$ cat src/rtl/kdmc_pkg.sv
// shared types and constants for the keypad debounce and mode control block
// no dependencies
`timescale 1ns / 1ps
`default_nettype none

package kdmc_pkg;

    localparam int KEY_W  = 6;
    localparam int MODE_W = 3;
    localparam int CNT_W  = 8;

    localparam logic [CNT_W-1:0]  STABLE_RESET = 8'd30;
    localparam logic [CNT_W-1:0]  CNT_MAX      = 8'hFF;
    localparam logic [KEY_W-1:0]  KEYS_RELEASED = 6'h3F;

    localparam logic [MODE_W-1:0] MODE_DISPLAY = 3'h1;
    localparam logic [MODE_W-1:0] MODE_BALANCE = 3'h2;
    localparam logic [MODE_W-1:0] MODE_DRIVING = 3'h4;

    // key combinations, bit i is key i+1
    localparam logic [KEY_W-1:0] COMBO_34 = 6'b001100;
    localparam logic [KEY_W-1:0] COMBO_25 = 6'b010010;

    typedef struct packed {
        logic [KEY_W-1:0]  events;
        logic [KEY_W-1:0]  record;
        logic [MODE_W-1:0] mode;
        logic              confirmed;
    } t_result;

endpackage

`default_nettype wire

$ cat src/rtl/kdmc_core.sv
// debounce state, press record and mode register with their update logic
// depends on kdmc_pkg
`timescale 1ns / 1ps
`default_nettype none

module kdmc_core
    import kdmc_pkg::*;
(
    input  wire logic             i_clk,
    input  wire logic             i_rst_n,
    input  wire logic             i_step,
    input  wire logic [KEY_W-1:0] i_levels,
    input  wire logic [CNT_W-1:0] i_stable_samples,
    output t_result               o_result
);

    logic [KEY_W-1:0]  r_snap,  n_snap;
    logic [CNT_W-1:0]  r_cnt,   n_cnt;
    logic              r_done,  n_done;
    logic [KEY_W-1:0]  r_rec,   n_rec;
    logic [MODE_W-1:0] r_mode,  n_mode;

    logic [CNT_W-1:0]  thr;
    logic [CNT_W-1:0]  cnt_inc;
    logic [KEY_W-1:0]  rel;
    logic [KEY_W-1:0]  events;
    logic [MODE_W-1:0] m34;
    logic [MODE_W-1:0] m25;
    logic              conf;

    assign thr     = (i_stable_samples == '0) ? CNT_W'(1) : i_stable_samples;
    assign cnt_inc = (r_cnt < CNT_MAX) ? r_cnt + CNT_W'(1) : r_cnt;
    assign rel     = r_snap & r_rec;

    // event order: inc, dec, line up, line down, page up, page down
    assign events = {rel[3], rel[2], rel[4], rel[1], rel[5], rel[0]};

    always_comb begin
        m34 = r_mode;
        if ((rel & COMBO_34) == COMBO_34) begin
            if ((r_mode & MODE_DISPLAY) != '0) begin
                m34 = (r_mode & ~MODE_DISPLAY) | MODE_BALANCE;
            end else if ((r_mode & MODE_BALANCE) != '0) begin
                m34 = (r_mode & ~MODE_BALANCE) | MODE_DISPLAY;
            end else begin
                m34 = (r_mode & ~(MODE_BALANCE | MODE_DRIVING)) | MODE_DISPLAY;
            end
        end
        m25 = m34;
        if ((rel & COMBO_25) == COMBO_25) begin
            if ((m34 & MODE_DRIVING) != '0) begin
                m25 = (m34 & ~MODE_DRIVING) | MODE_DISPLAY;
            end else begin
                m25 = (m34 & ~(MODE_DISPLAY | MODE_BALANCE)) | MODE_DRIVING;
            end
        end
    end

    always_comb begin
        n_snap = r_snap;
        n_cnt  = r_cnt;
        n_done = r_done;
        n_rec  = r_rec;
        n_mode = r_mode;
        conf   = 1'b0;
        if (i_levels != r_snap) begin
            n_snap = i_levels;
            n_cnt  = '0;
            n_done = 1'b0;
        end else if (!r_done) begin
            n_cnt = cnt_inc;
            if (cnt_inc >= thr) begin
                conf   = 1'b1;
                n_done = 1'b1;
                n_mode = m25;
                n_rec  = ~r_snap;
            end
        end
    end

    always_ff @(posedge i_clk) begin
        if (!i_rst_n) begin
            r_snap <= KEYS_RELEASED;
            r_cnt  <= '0;
            r_done <= 1'b1;
            r_rec  <= '0;
            r_mode <= '0;
        end else if (i_step) begin
            r_snap <= n_snap;
            r_cnt  <= n_cnt;
            r_done <= n_done;
            r_rec  <= n_rec;
            r_mode <= n_mode;
        end
    end

    always_comb begin
        o_result.events    = conf ? events : '0;
        o_result.record    = n_rec;
        o_result.mode      = n_mode;
        o_result.confirmed = conf;
    end

endmodule

`default_nettype wire

$ cat src/rtl/keypad_debounce_mode_control_top.sv
// top level: input register, debounce core, result register, config register
// depends on kdmc_pkg and kdmc_core
// datapath: an accepted beat is held in the input register, then moves to the result register and is valid there
// throughput: one beat per cycle while i_out_ready is high; the core updates its state as a beat moves
// from the input register to the result register, o_in_ready follows i_out_ready when both are full
// reset: synchronous active low; threshold 30, all keys released, record and mode clear
`timescale 1ns / 1ps
`default_nettype none

module keypad_debounce_mode_control_top
    import kdmc_pkg::*;
(
    input  wire logic              i_clk,
    input  wire logic              i_rst_n,
    input  wire logic              i_cfg_valid,
    output logic                   o_cfg_ready,
    input  wire logic [CNT_W-1:0]  i_cfg_data,
    input  wire logic              i_in_valid,
    output logic                   o_in_ready,
    input  wire logic [KEY_W-1:0]  i_key_levels,
    output logic                   o_out_valid,
    input  wire logic              i_out_ready,
    output logic [KEY_W-1:0]       o_action_events,
    output logic [KEY_W-1:0]       o_pressed_record,
    output logic [MODE_W-1:0]      o_mode_bits,
    output logic                   o_confirmed
);

    logic [CNT_W-1:0] r_stable_samples;
    logic             r_in_valid;
    logic [KEY_W-1:0] r_in_levels;
    logic             r_out_valid;
    t_result          r_out;
    t_result          core_result;
    logic             adv;

    // a beat leaves the input register when the result register is free or draining
    assign adv         = r_in_valid && (!r_out_valid || i_out_ready);
    assign o_in_ready  = !r_in_valid || adv;
    assign o_cfg_ready = 1'b1;

    always_ff @(posedge i_clk) begin
        if (!i_rst_n) begin
            r_stable_samples <= STABLE_RESET;
        end else if (i_cfg_valid) begin
            r_stable_samples <= i_cfg_data;
        end
    end

    always_ff @(posedge i_clk) begin
        if (!i_rst_n) begin
            r_in_valid <= 1'b0;
        end else if (o_in_ready) begin
            r_in_valid <= i_in_valid;
        end
    end

    always_ff @(posedge i_clk) begin
        if (i_in_valid && o_in_ready) begin
            r_in_levels <= i_key_levels;
        end
    end

    kdmc_core u_core (
        .i_clk            (i_clk),
        .i_rst_n          (i_rst_n),
        .i_step           (adv),
        .i_levels         (r_in_levels),
        .i_stable_samples (r_stable_samples),
        .o_result         (core_result)
    );

    always_ff @(posedge i_clk) begin
        if (!i_rst_n) begin
            r_out_valid <= 1'b0;
        end else if (adv) begin
            r_out_valid <= 1'b1;
        end else if (i_out_ready) begin
            r_out_valid <= 1'b0;
        end
    end

    always_ff @(posedge i_clk) begin
        if (adv) begin
            r_out <= core_result;
        end
    end

    assign o_out_valid      = r_out_valid;
    assign o_action_events  = r_out.events;
    assign o_pressed_record = r_out.record;
    assign o_mode_bits      = r_out.mode;
    assign o_confirmed      = r_out.confirmed;

endmodule

`default_nettype wire
$ cat config.mk
export PLATFORM = sky130hd
export DESIGN_NAME = keypad_debounce_mode_control_top
export DESIGN_NICKNAME = d
export VERILOG_FILES = /design/src/rtl/kdmc_pkg.sv /design/src/rtl/kdmc_core.sv /design/src/rtl/keypad_debounce_mode_control_top.sv
export SDC_FILE = /design/constraint.sdc
export NUM_CORES = 1
export LEC_CHECK = 0
export BUFFER_PORTS_ARGS = -buffer_cell sky130_fd_sc_hd__buf_2
export CORE_UTILIZATION = 40
export DETAILED_ROUTE_END_ITERATION = 8
export GPL_ROUTABILITY_DRIVEN = 0
export SYNTH_ARGS = -nofsm -noshare
export SYNTH_HDL_FRONTEND = slang
export SYNTH_SLANG_ARGS = --single-unit
$ cat constraint.sdc
create_clock -name i_clk -period 8.3 [get_ports i_clk]
set_input_delay 0.415 -clock i_clk [delete_from_list [all_inputs] [get_ports i_clk]]
set_output_delay 0.415 -clock i_clk [all_outputs]
set_load 0.05 [all_outputs]
==> impl_metrics.yaml, run 1 <==
outcome:
  status: "complete, but fails checks"
  failed_checks: "design-rule violations"
cts:
  hold_buffers: 0
  clk_latency_ns: 0.32
  root_buffer: "clkbuf_8"
  cts_tree: "built"
  cts-buffers-inserted: 5
  clkSinkCount: 56
  cts_post_setup_buffers_inserted: 0
  h-tree-depth: 2
  ctsResizeCount: 0
  path_clk_slew_ns: 0.11
  cts_buffer_depth: 2
worst_setup_path:
  worstSetupPathType: "flip-flop to flip-flop"
  required_ns: 8.35
  crit_arrival_ns: 4.17
  cp-start-kind: "flip-flop"
  endpoint_kind: "flip-flop"
  path_max_fanout: 16
sta:
  rsz0062_at_grt: "no"
  final_max_slew_viol_count: 0
  finClkSkew_ns: 0.0152
  finalSetupTns_ns: 0
  min_period_ns: 4.12
  timing.fmax_mhz: 243
  relSlewSlack_pct: 28.0
  setup_viol: 0
  worstMarginPinSlew_ns: 1.07
  worst_slack_ns: 4.18
  hold_violations: 0
  timing.final.crit_share_pct: 49.6
global_routing:
  antenna_found_initial: 0
  grt_pass1_vias: 1671
  grt_overflow: 0
  grt_max_degree: 25
  grt_pass1_wl_mm: 8.25
  grt_usage_pct: 14.8
route:
  ant_nets: 0
  firstDrtPassIters: 6
  vias_per_cell: 5.10
  routed_wl_mm: 4.97
  detail_route.wl_per_cell_um: 13.1
  drcViolationCount: 15
  drt_iter0_markers: 77
  vias: 1934
logic_synthesis:
  synth_seq_cells: 56
  synth_edf_count: 22
  netlist_top_cells_area: "dfxtp_1, edfxtp_1, nand2_1"
  synth_sequential_area_ratio_pct: 49.8
  synth_flop_cell: "dfxtp_1"
  yosysUniqueCellTypes: 47
  synth.largest_area_cell: "dfxtp_1"
  synth.net_count: 300
  async_reset_ff_share_pct: 0
  syn_area_um2: 2690
  synthCells: 272
  synth_top_cell_area_share_pct: 25.3
  synth_area_per_cell_um2: 9.89
  yosys_warnings: 0
placement:
  dp.cells: 371
  placed_cell_area_um2: 2890
  pre_cts_ws_ns: 4.23
  hpwl_mm: 3.60
  portBuffers: 36
flow_run:
  maxCapViolCount: 0
cells_and_area:
  drive_gt1_share_pct: 17.5
  nNetsFinal: 329
  fin_area_um2: 2980
  fin_cells: 379
  area_delta_synth_final_pct: 10.7
  antenna_cells: 0
power:
  powerDensity_nw_per_um2: 169
  p_seq_share_pct: 60.4
  switching_share_pct: 26.4
  pwr-share-comb_pct: 9.3
  p_sw_uw: 132
  p_clk_share_pct: 30.3
  cellLeakagePower_uw: 0.00126
  intPower_uw: 370
  power_uw: 502
  peakVddDrop_mv: 0.0604
floorplanning:
  die_h_um: 84.0
  core_area_um2: 6420
  die_area_um2: 7060
  start_util_pct: 41.9
  die_w_um: 84.0
  boundaryPins: 38
  placementRows: 29
hold_path:
  min_path_type: "input pin to flip-flop"
-- metrics by stage --
| step | utilization, % | hold slack, ns |
|---|---|---|
| floorplan | - | 0.454 |
| global placement | 45.0 | 0.479 |
| detailed placement | 45.0 | 0.487 |
| CTS | 46.4 | 0.254 |
| global route | 46.4 | 0.246 |
| finish | 46.4 | 0.268 |
-- worst max-delay path, stage by stage (launching register included) --
cell and delay, ns:
dfxtp_1 0.42, ha_1 0.24, nand2_1 0.09, nor3_1 0.39, mux2_2 0.40, ha_1 0.29, a2111o_1 0.36, a31oi_1 0.81
or3_1 0.68, mux2i_1 0.17
-- placed cells by master, fill, tap and decap left out, types with 4 or more instances in the layout --
| cell type | count |
|---|---|
| a21oi_1 | 9 |
| nand2_1 | 34 |
| o31ai_1 | 6 |
| inv_1 | 19 |
| dfxtp_1 | 34 |
| ha_1 | 9 |
| nor3b_1 | 5 |
| buf_2 | 36 |
| nor3_1 | 6 |
| o211ai_1 | 10 |
| nor2_1 | 23 |
| xor2_1 | 13 |
| mux2i_1 | 12 |
| nand3_1 | 8 |
| edfxtp_1 | 22 |
| clkbuf_8 | 5 |
| o21ai_0 | 4 |
| nand4_1 | 6 |
| nand2b_1 | 4 |
-- synth_stat cells, drive strengths merged (2+ instances only) --
library cell / instances
nor3: 6
o32ai: 2
nand3: 8
and2: 2
o21ai: 6
a31oi: 2
and4: 2
o211ai: 10
o31ai: 6
and3: 2
edfxtp: 22
clkbuf: 8
dfxtp: 34
xor2: 13
o21a: 2
nand2b: 4
mux2i: 12
ha: 9
nor2: 23
buf: 6
nand4: 6
o22a: 2
o41ai: 2
inv: 19
nor3b: 6
nor4: 3
a21oi: 9
nand2: 35
-- cell families (layout without fill, tap and decap cells) --
| kind of cell | after synthesis | in the layout | synth area share (%) |
|---|---|---|---|
| adders and majority gates | 9 | 9 | 4.18 |
| AOI/OAI and AO/OA | 46 | 46 | 12.4 |
| buffers and inverters | 33 | 63 | 5.53 |
| DFF | 56 | 56 | 49.8 |
| other | 1 | 1 | 0.139 |
| and+or+nand+nor | 101 | 101 | 18.8 |
| muxes | 13 | 13 | 4.88 |
| xor gates and xnor gates | 13 | 13 | 4.23 |
-- power groups by stage --
stage / Sequential, µW / Combinational, µW / Clock, µW
2_1_floorplan: 318 / 24.9 / 0
3_3_place_gp: 309 / 46.2 / 0
3_5_place_dp: 310 / 47.2 / 0
4_1_cts: 303 / 47.3 / 158
5_1_grt: 305 / 50.9 / 170
6_report: 304 / 46.5 / 152
-- path summary, 6_finish.rpt --
kind / cells after the start / startpoint / slack (ns) / endpoint
max: 9 / u_core.r_cnt[0] / 4.18 / o_pressed_record[1]
min: 1 / i_key_levels[0] / 0.27 / r_in_levels[0]
max reg2reg: 9 / u_core.r_cnt[0] / 4.18 / o_pressed_record[1]
min reg2reg: 2 / u_core.r_mode[1] / 0.50 / u_core.r_mode[1]
-- cell type report --
cell class              count  area [µm²]
clock buffers               5        68.8
multi-input cells         183        1200
flip-flops and latches     56        1340
well taps                  77        96.3
fillers                   619        3440
repair buffers             36         180
inverters                  19        71.3
clock inverters             3        21.3
-- sequential cells by signal, summed over array words and instances (netlist names), 3 cells and up --
name,count
r_stable_samples,8
u_core.r_snap,6
u_core.r_rec,6
o_pressed_record,6
r_in_levels,6
u_core.r_mode,3
o_action_events,6
u_core.r_cnt,8
o_mode_bits,3
-- layer usage --
metal | wire length, µm | track usage (%) | part of all wire, % | up-vias
li1 | - | - | - | 1018
met1 | 2550 | 20.5 | 51 | 877
met2 | 2180 | 22.7 | 44 | 34
met3 | 161 | 3.26 | 3.2 | 5
met4 | 69 | 5.17 | 1.4 | 0
met5 | 0 | 0 | 0 | -
Power figures use the tool's default switching activity.
==> run 2: changes to the inputs <==
- clock period: 8.3 -> 4.3 ns (I/O delays scaled with it)
==> run 2 against run 1 <==
Against the previous run: the flow still finishes with violations (design-rule violations); clock-buffer cell count increased by 2; cell count increased by 0.26%; sequential cell count unchanged.
==> impl_metrics.yaml, run 2 (synthesis gave the netlist of run 1 again) <==
sta:
  setup_viol: 0
  rsz0062_at_grt: "no"
  timing.final.crit_share_pct: 83.1
  timing.fmax_mhz: 280
  finClkSkew_ns: 0.00344
  hold_violations: 0
  finalSetupTns_ns: 0
  min_period_ns: 3.57
  final_max_slew_viol_count: 0
  relSlewSlack_pct: 46.5
  worst_slack_ns: 0.729
  worstMarginPinSlew_ns: 0.802
route:
  routed_wl_mm: 4.90
  drcViolationCount: 13
  firstDrtPassIters: 7
  detail_route.wl_per_cell_um: 12.9
  vias: 1924
  vias_per_cell: 5.06
  drt_iter0_markers: 136
  ant_nets: 0
power:
  cellLeakagePower_uw: 0.00127
  peakVddDrop_mv: 0.183
  powerDensity_nw_per_um2: 338
cells_and_area:
  layout_common_cells: "buf_2, nand2_1, dfxtp_1, nor2_1, edfxtp_1"
  final_common_cell: "buf_2"
  multi_input_area_um2: 1200
  antenna_cells: 0
  top_regs: "r_stable_samples (8), u_core.r_cnt (8)"
  nNetsFinal: 330
  drive_gt1_share_pct: 17.2
  final-seq-area_um2: 1340
  nFillCells: 602
  area_delta_synth_final_pct: 11.6
cts:
  ctsResizeCount: 0
  cts_tree: "built"
  cts-buffers-inserted: 5
  cts_buffer_depth: 2
  path_clk_slew_ns: 0.09
  hold_buffers: 0
  root_buffer: "clkbuf_8"
  cts_post_setup_buffers_inserted: 0
  h-tree-depth: 2
  clkSinkCount: 56
  clk_latency_ns: 0.30
floorplanning:
  start_util_pct: 41.9
  boundaryPins: 38
  core_area_um2: 6420
  die_h_um: 84.0
  die_area_um2: 7060
  placementRows: 29
  die_w_um: 84.0
worst_setup_path:
  crit_arrival_ns: 3.61
  crit_buf_inv: 1
  path_delay_family: "simple AND/OR/NAND/NOR gates"
  critPathMostFrequentCell: "ha_1"
  rrSetupSlack_ns: 0.73
  worstSetupPathType: "flip-flop to flip-flop"
  endpoint_kind: "flip-flop"
  cpMaxStageDelayCell: "or3_1"
  required_ns: 4.33
  cp-start-kind: "flip-flop"
  path_max_fanout: 16
  worstPathCellList: "ha_1 > nand2_1 > nor3_1 > mux2_2 > ha_1 > a2111o_1 > a31oi_1 > buf_4 > or3_1 > mux2i_1"
  critPathMaxStageDelay_ns: 0.57
placement:
  hpwl_mm: 3.56
  portBuffers: 36
  pre_cts_ws_ns: 0.693
global_routing:
  grt_pass1_vias: 1753
  grt_overflow: 0
  antenna_found_initial: 0
  grt_pass1_wl_mm: 8.28
  grt_max_degree: 25
  grt_usage_pct: 14.7
outcome:
  failed_checks: "design-rule violations"
  status: "complete, but fails checks"
flow_run:
  maxCapViolCount: 0
hold_path:
  min_path_type: "input pin to flip-flop"
-- run 2: cell types whose count changed in the layout (fill, tap and decap cells not counted) --
cell	delta
clkinvlp_4	-1
clkinv_2	-1
bufinv_16	+1
buf_4	+1
inv_6	-1
clkbuf_1	+2
-- run 2: final timing paths --
kind	end	cells past startpoint	start
setup reg to reg	o_pressed_record[3]	10	u_core.r_cnt[0]
hold reg to reg	u_core.r_mode[1]	2	u_core.r_mode[1]
hold / removal	r_in_levels[1]	1	i_key_levels[1]
setup / recovery	o_pressed_record[3]	10	u_core.r_cnt[0]
-- run 2: power by group --
part           switching, µW  internal [µW]  leakage, µW
Combinational           62.2           27.8     0.000725
Sequential              15.3            570     0.000490
Clock                    164            175    0.0000524
-- run 2: per-layer routing --
layer | track usage, % | wire length, µm | up-vias
met5 | 0 | 0 | -
met4 | 4.70 | 72 | 0
met3 | 2.97 | 178 | 6
met2 | 22.4 | 2140 | 35
met1 | 20.8 | 2500 | 870
li1 | - | - | 1013
-- run 2: metrics by stage --
step	total power (µW)	cell area [µm²]	utilization, %	hold slack (ns)	cells
floorplan	662	2690	-	0.314	272
global placement	687	2900	45.1	0.396	372
detailed placement	689	2900	45.1	0.394	372
CTS	1030	3000	46.8	0.0690	380
global route	1060	3000	46.8	0.0579	380
finish	1010	3000	46.8	0.0788	380
-- run 2: final cells by class --
class	instances	area share (%)
Sequential cell	56	44.6
Multi-Input combinational cell	183	40.0
Timing Repair Buffer	37	6.25
Tap cell	77	3.21
Clock buffer	7	2.54
Inverter	19	2.37
Clock inverter	1	1.00
-- run 2: worst reg2reg max path: cells and delay by family, from the launching register on --
family	cells	cell delay [ns]
and+or+nand+nor	3	1.02
muxes	2	0.58
adders and majority gates	2	0.55
AOI/OAI and AO/OA	2	0.54
DFF	1	0.41
buffers and inverters	1	0.21
==> run 3: changes to the inputs <==
- clock period: 4.3 -> 3.44 ns (I/O delays scaled with it)
==> run 3 against run 2 <==
Against the previous run: maximum frequency is 13% higher; setup slack lost 0.45 ns; largest cell class unchanged; cell count increased by 0.53%; die area is the same; critical path depth stayed put; sequential share of layout area rose by 0.093 points; highest routed layer unchanged; via count grew 3.7%; final area decreased by 0.21%; register-to-register slack worse by 0.45 ns; non-clock buffer count rose by 2; clock-buffer cell count did not move; largest power group unchanged; clock skew rose by 0.0013 ns; the run still ends with design-rule violations left.
==> impl_metrics.yaml, run 3 (synthesis gave the netlist of run 1 again) <==
power:
  power_uw: 1190
  powerDensity_nw_per_um2: 399
  peakVddDrop_mv: 0.167
  cellLeakagePower_uw: 0.00127
cts:
  path_clk_slew_ns: 0.09
  hold_buffers: 0
  h-tree-depth: 2
  cts_post_setup_buffers_inserted: 0
  cts_buffer_depth: 2
  ctsResizeCount: 0
  cts-buffers-inserted: 5
  clk_latency_ns: 0.30
  clkSinkCount: 56
  cts_tree: "built"
  root_buffer: "clkbuf_8"
sta:
  min_period_ns: 3.16
  rsz0062_at_grt: "no"
  timing.final.crit_share_pct: 91.8
  timing.fmax_mhz: 317
  finClkSkew_ns: 0.00473
  final_max_slew_viol_count: 0
  setup_viol: 0
  worstMarginPinSlew_ns: 0.778
  hold_violations: 0
  worst_slack_ns: 0.283
  finalSetupTns_ns: 0
  hold_ws_ns: 0.0361
  relSlewSlack_pct: 48.1
route:
  drcViolationCount: 12
  firstDrtPassIters: 8
  detail_route.wl_per_cell_um: 12.8
  vias: 1995
  vias_per_cell: 5.22
  drt_iter0_markers: 116
  routed_wl_mm: 4.89
  ant_nets: 0
worst_setup_path:
  endpoint_kind: "flip-flop"
  critPathMostFrequentCell: "ha_1"
  startpoint: "u_core.r_cnt[0]"
  crit_buf_inv: 1
  r2r-start: "u_core.r_cnt[0]"
  rrSetupSlack_ns: 0.28
  path_max_fanout: 13
  cp-start-kind: "flip-flop"
  cpMaxStageDelayCell: "dfxtp_1"
  reg2reg_depth: 10
  worstPathCellList: "ha_1 > nand2_1 > nor3_1 > mux2_2 > ha_1 > a2111o_1 > a31oi_1 > buf_4 > nor4_1 > o22a_1"
  path_delay_family: "compound AO/OA/AOI/OAI gates"
  worstSetupPathType: "flip-flop to flip-flop"
  required_ns: 3.50
  critPathMaxStageDelay_ns: 0.41
  r2r-end: "o_mode_bits[2]"
  crit_arrival_ns: 3.22
floorplanning:
  start_util_pct: 41.9
  die_area_um2: 7060
  core_area_um2: 6420
  die_h_um: 84.0
  placementRows: 29
  boundaryPins: 38
  die_w_um: 84.0
hold_path:
  min_path_type: "input pin to flip-flop"
  min_to: "r_in_levels[4]"
  min_from: "i_key_levels[4]"
  min_path_cells: 1
cells_and_area:
  layout_common_cells: "buf_2, nand2_1, dfxtp_1, nor2_1, edfxtp_1"
  top_regs: "r_stable_samples (8), u_core.r_cnt (8)"
  final_util_pct: 46.7
  nNetsFinal: 332
  drive_gt1_share_pct: 17.7
  area_delta_synth_final_pct: 11.4
  final_common_cell: "buf_2"
  antenna_cells: 0
global_routing:
  grt_pass1_wl_mm: 8.44
  grt_pass1_vias: 1857
  grt_max_degree: 25
  grt_usage_pct: 14.9
  antenna_found_initial: 0
  grt_overflow: 0
outcome:
  status: "complete, but fails checks"
  failed_checks: "design-rule violations"
placement:
  hpwl_mm: 3.57
  pre_cts_ws_ns: 0.325
  portBuffers: 36
flow_run:
  maxCapViolCount: 0
## run 3: changes by cell type in the layout (fill, tap and decap cells not counted)
cell,previous run,this run
buf_4,1,3
bufinv_16,1,0
clkinv_4,0,1
## run 3: how the worst max path moves through the flow
stage | endpoint | depth (start not counted)
finish | o_mode_bits[2] | 10
global route | o_pressed_record[1] | 10
CTS | o_pressed_record[3] | 10
detailed placement | o_pressed_record[3] | 10
global placement | o_mode_bits[0] | 12
floorplan | o_mode_bits[0] | 11
## run 3: metal layers
metal  vias to the layer above  routed length [µm]  GRT usage [%]
met1                       923                2460           20.0
met2                        48                2180           23.4
met3                         4                 194           3.36
li1                       1020                   -              -
met4                         0                  58           5.33
met5                         -                   0              0
## run 3: per-stage QoR
| stage | instance area, µm² | cells |
|---|---|---|
| floorplan | 2690 | 272 |
| global placement | 2910 | 374 |
| detailed placement | 2910 | 374 |
| CTS | 3000 | 382 |
| global route | 3000 | 382 |
| finish | 3000 | 382 |
## run 3: final cells by class
class / instances / area, µm²
fill: 604 / 3420
sequential: 56 / 1340
multi-input combinational: 183 / 1200
timing repair buffer: 39 / 203
tap: 77 / 96.3
clock buffer: 7 / 76.3
inverter: 19 / 71.3
clock inverter: 1 / 8.76
## run 3: power breakdown
part	total (µW)	switching (µW)	internal, µW
Clock	351	205	146
Sequential	732	19.4	713
Combinational	112	77.4	34.7
Total	1190	302	893
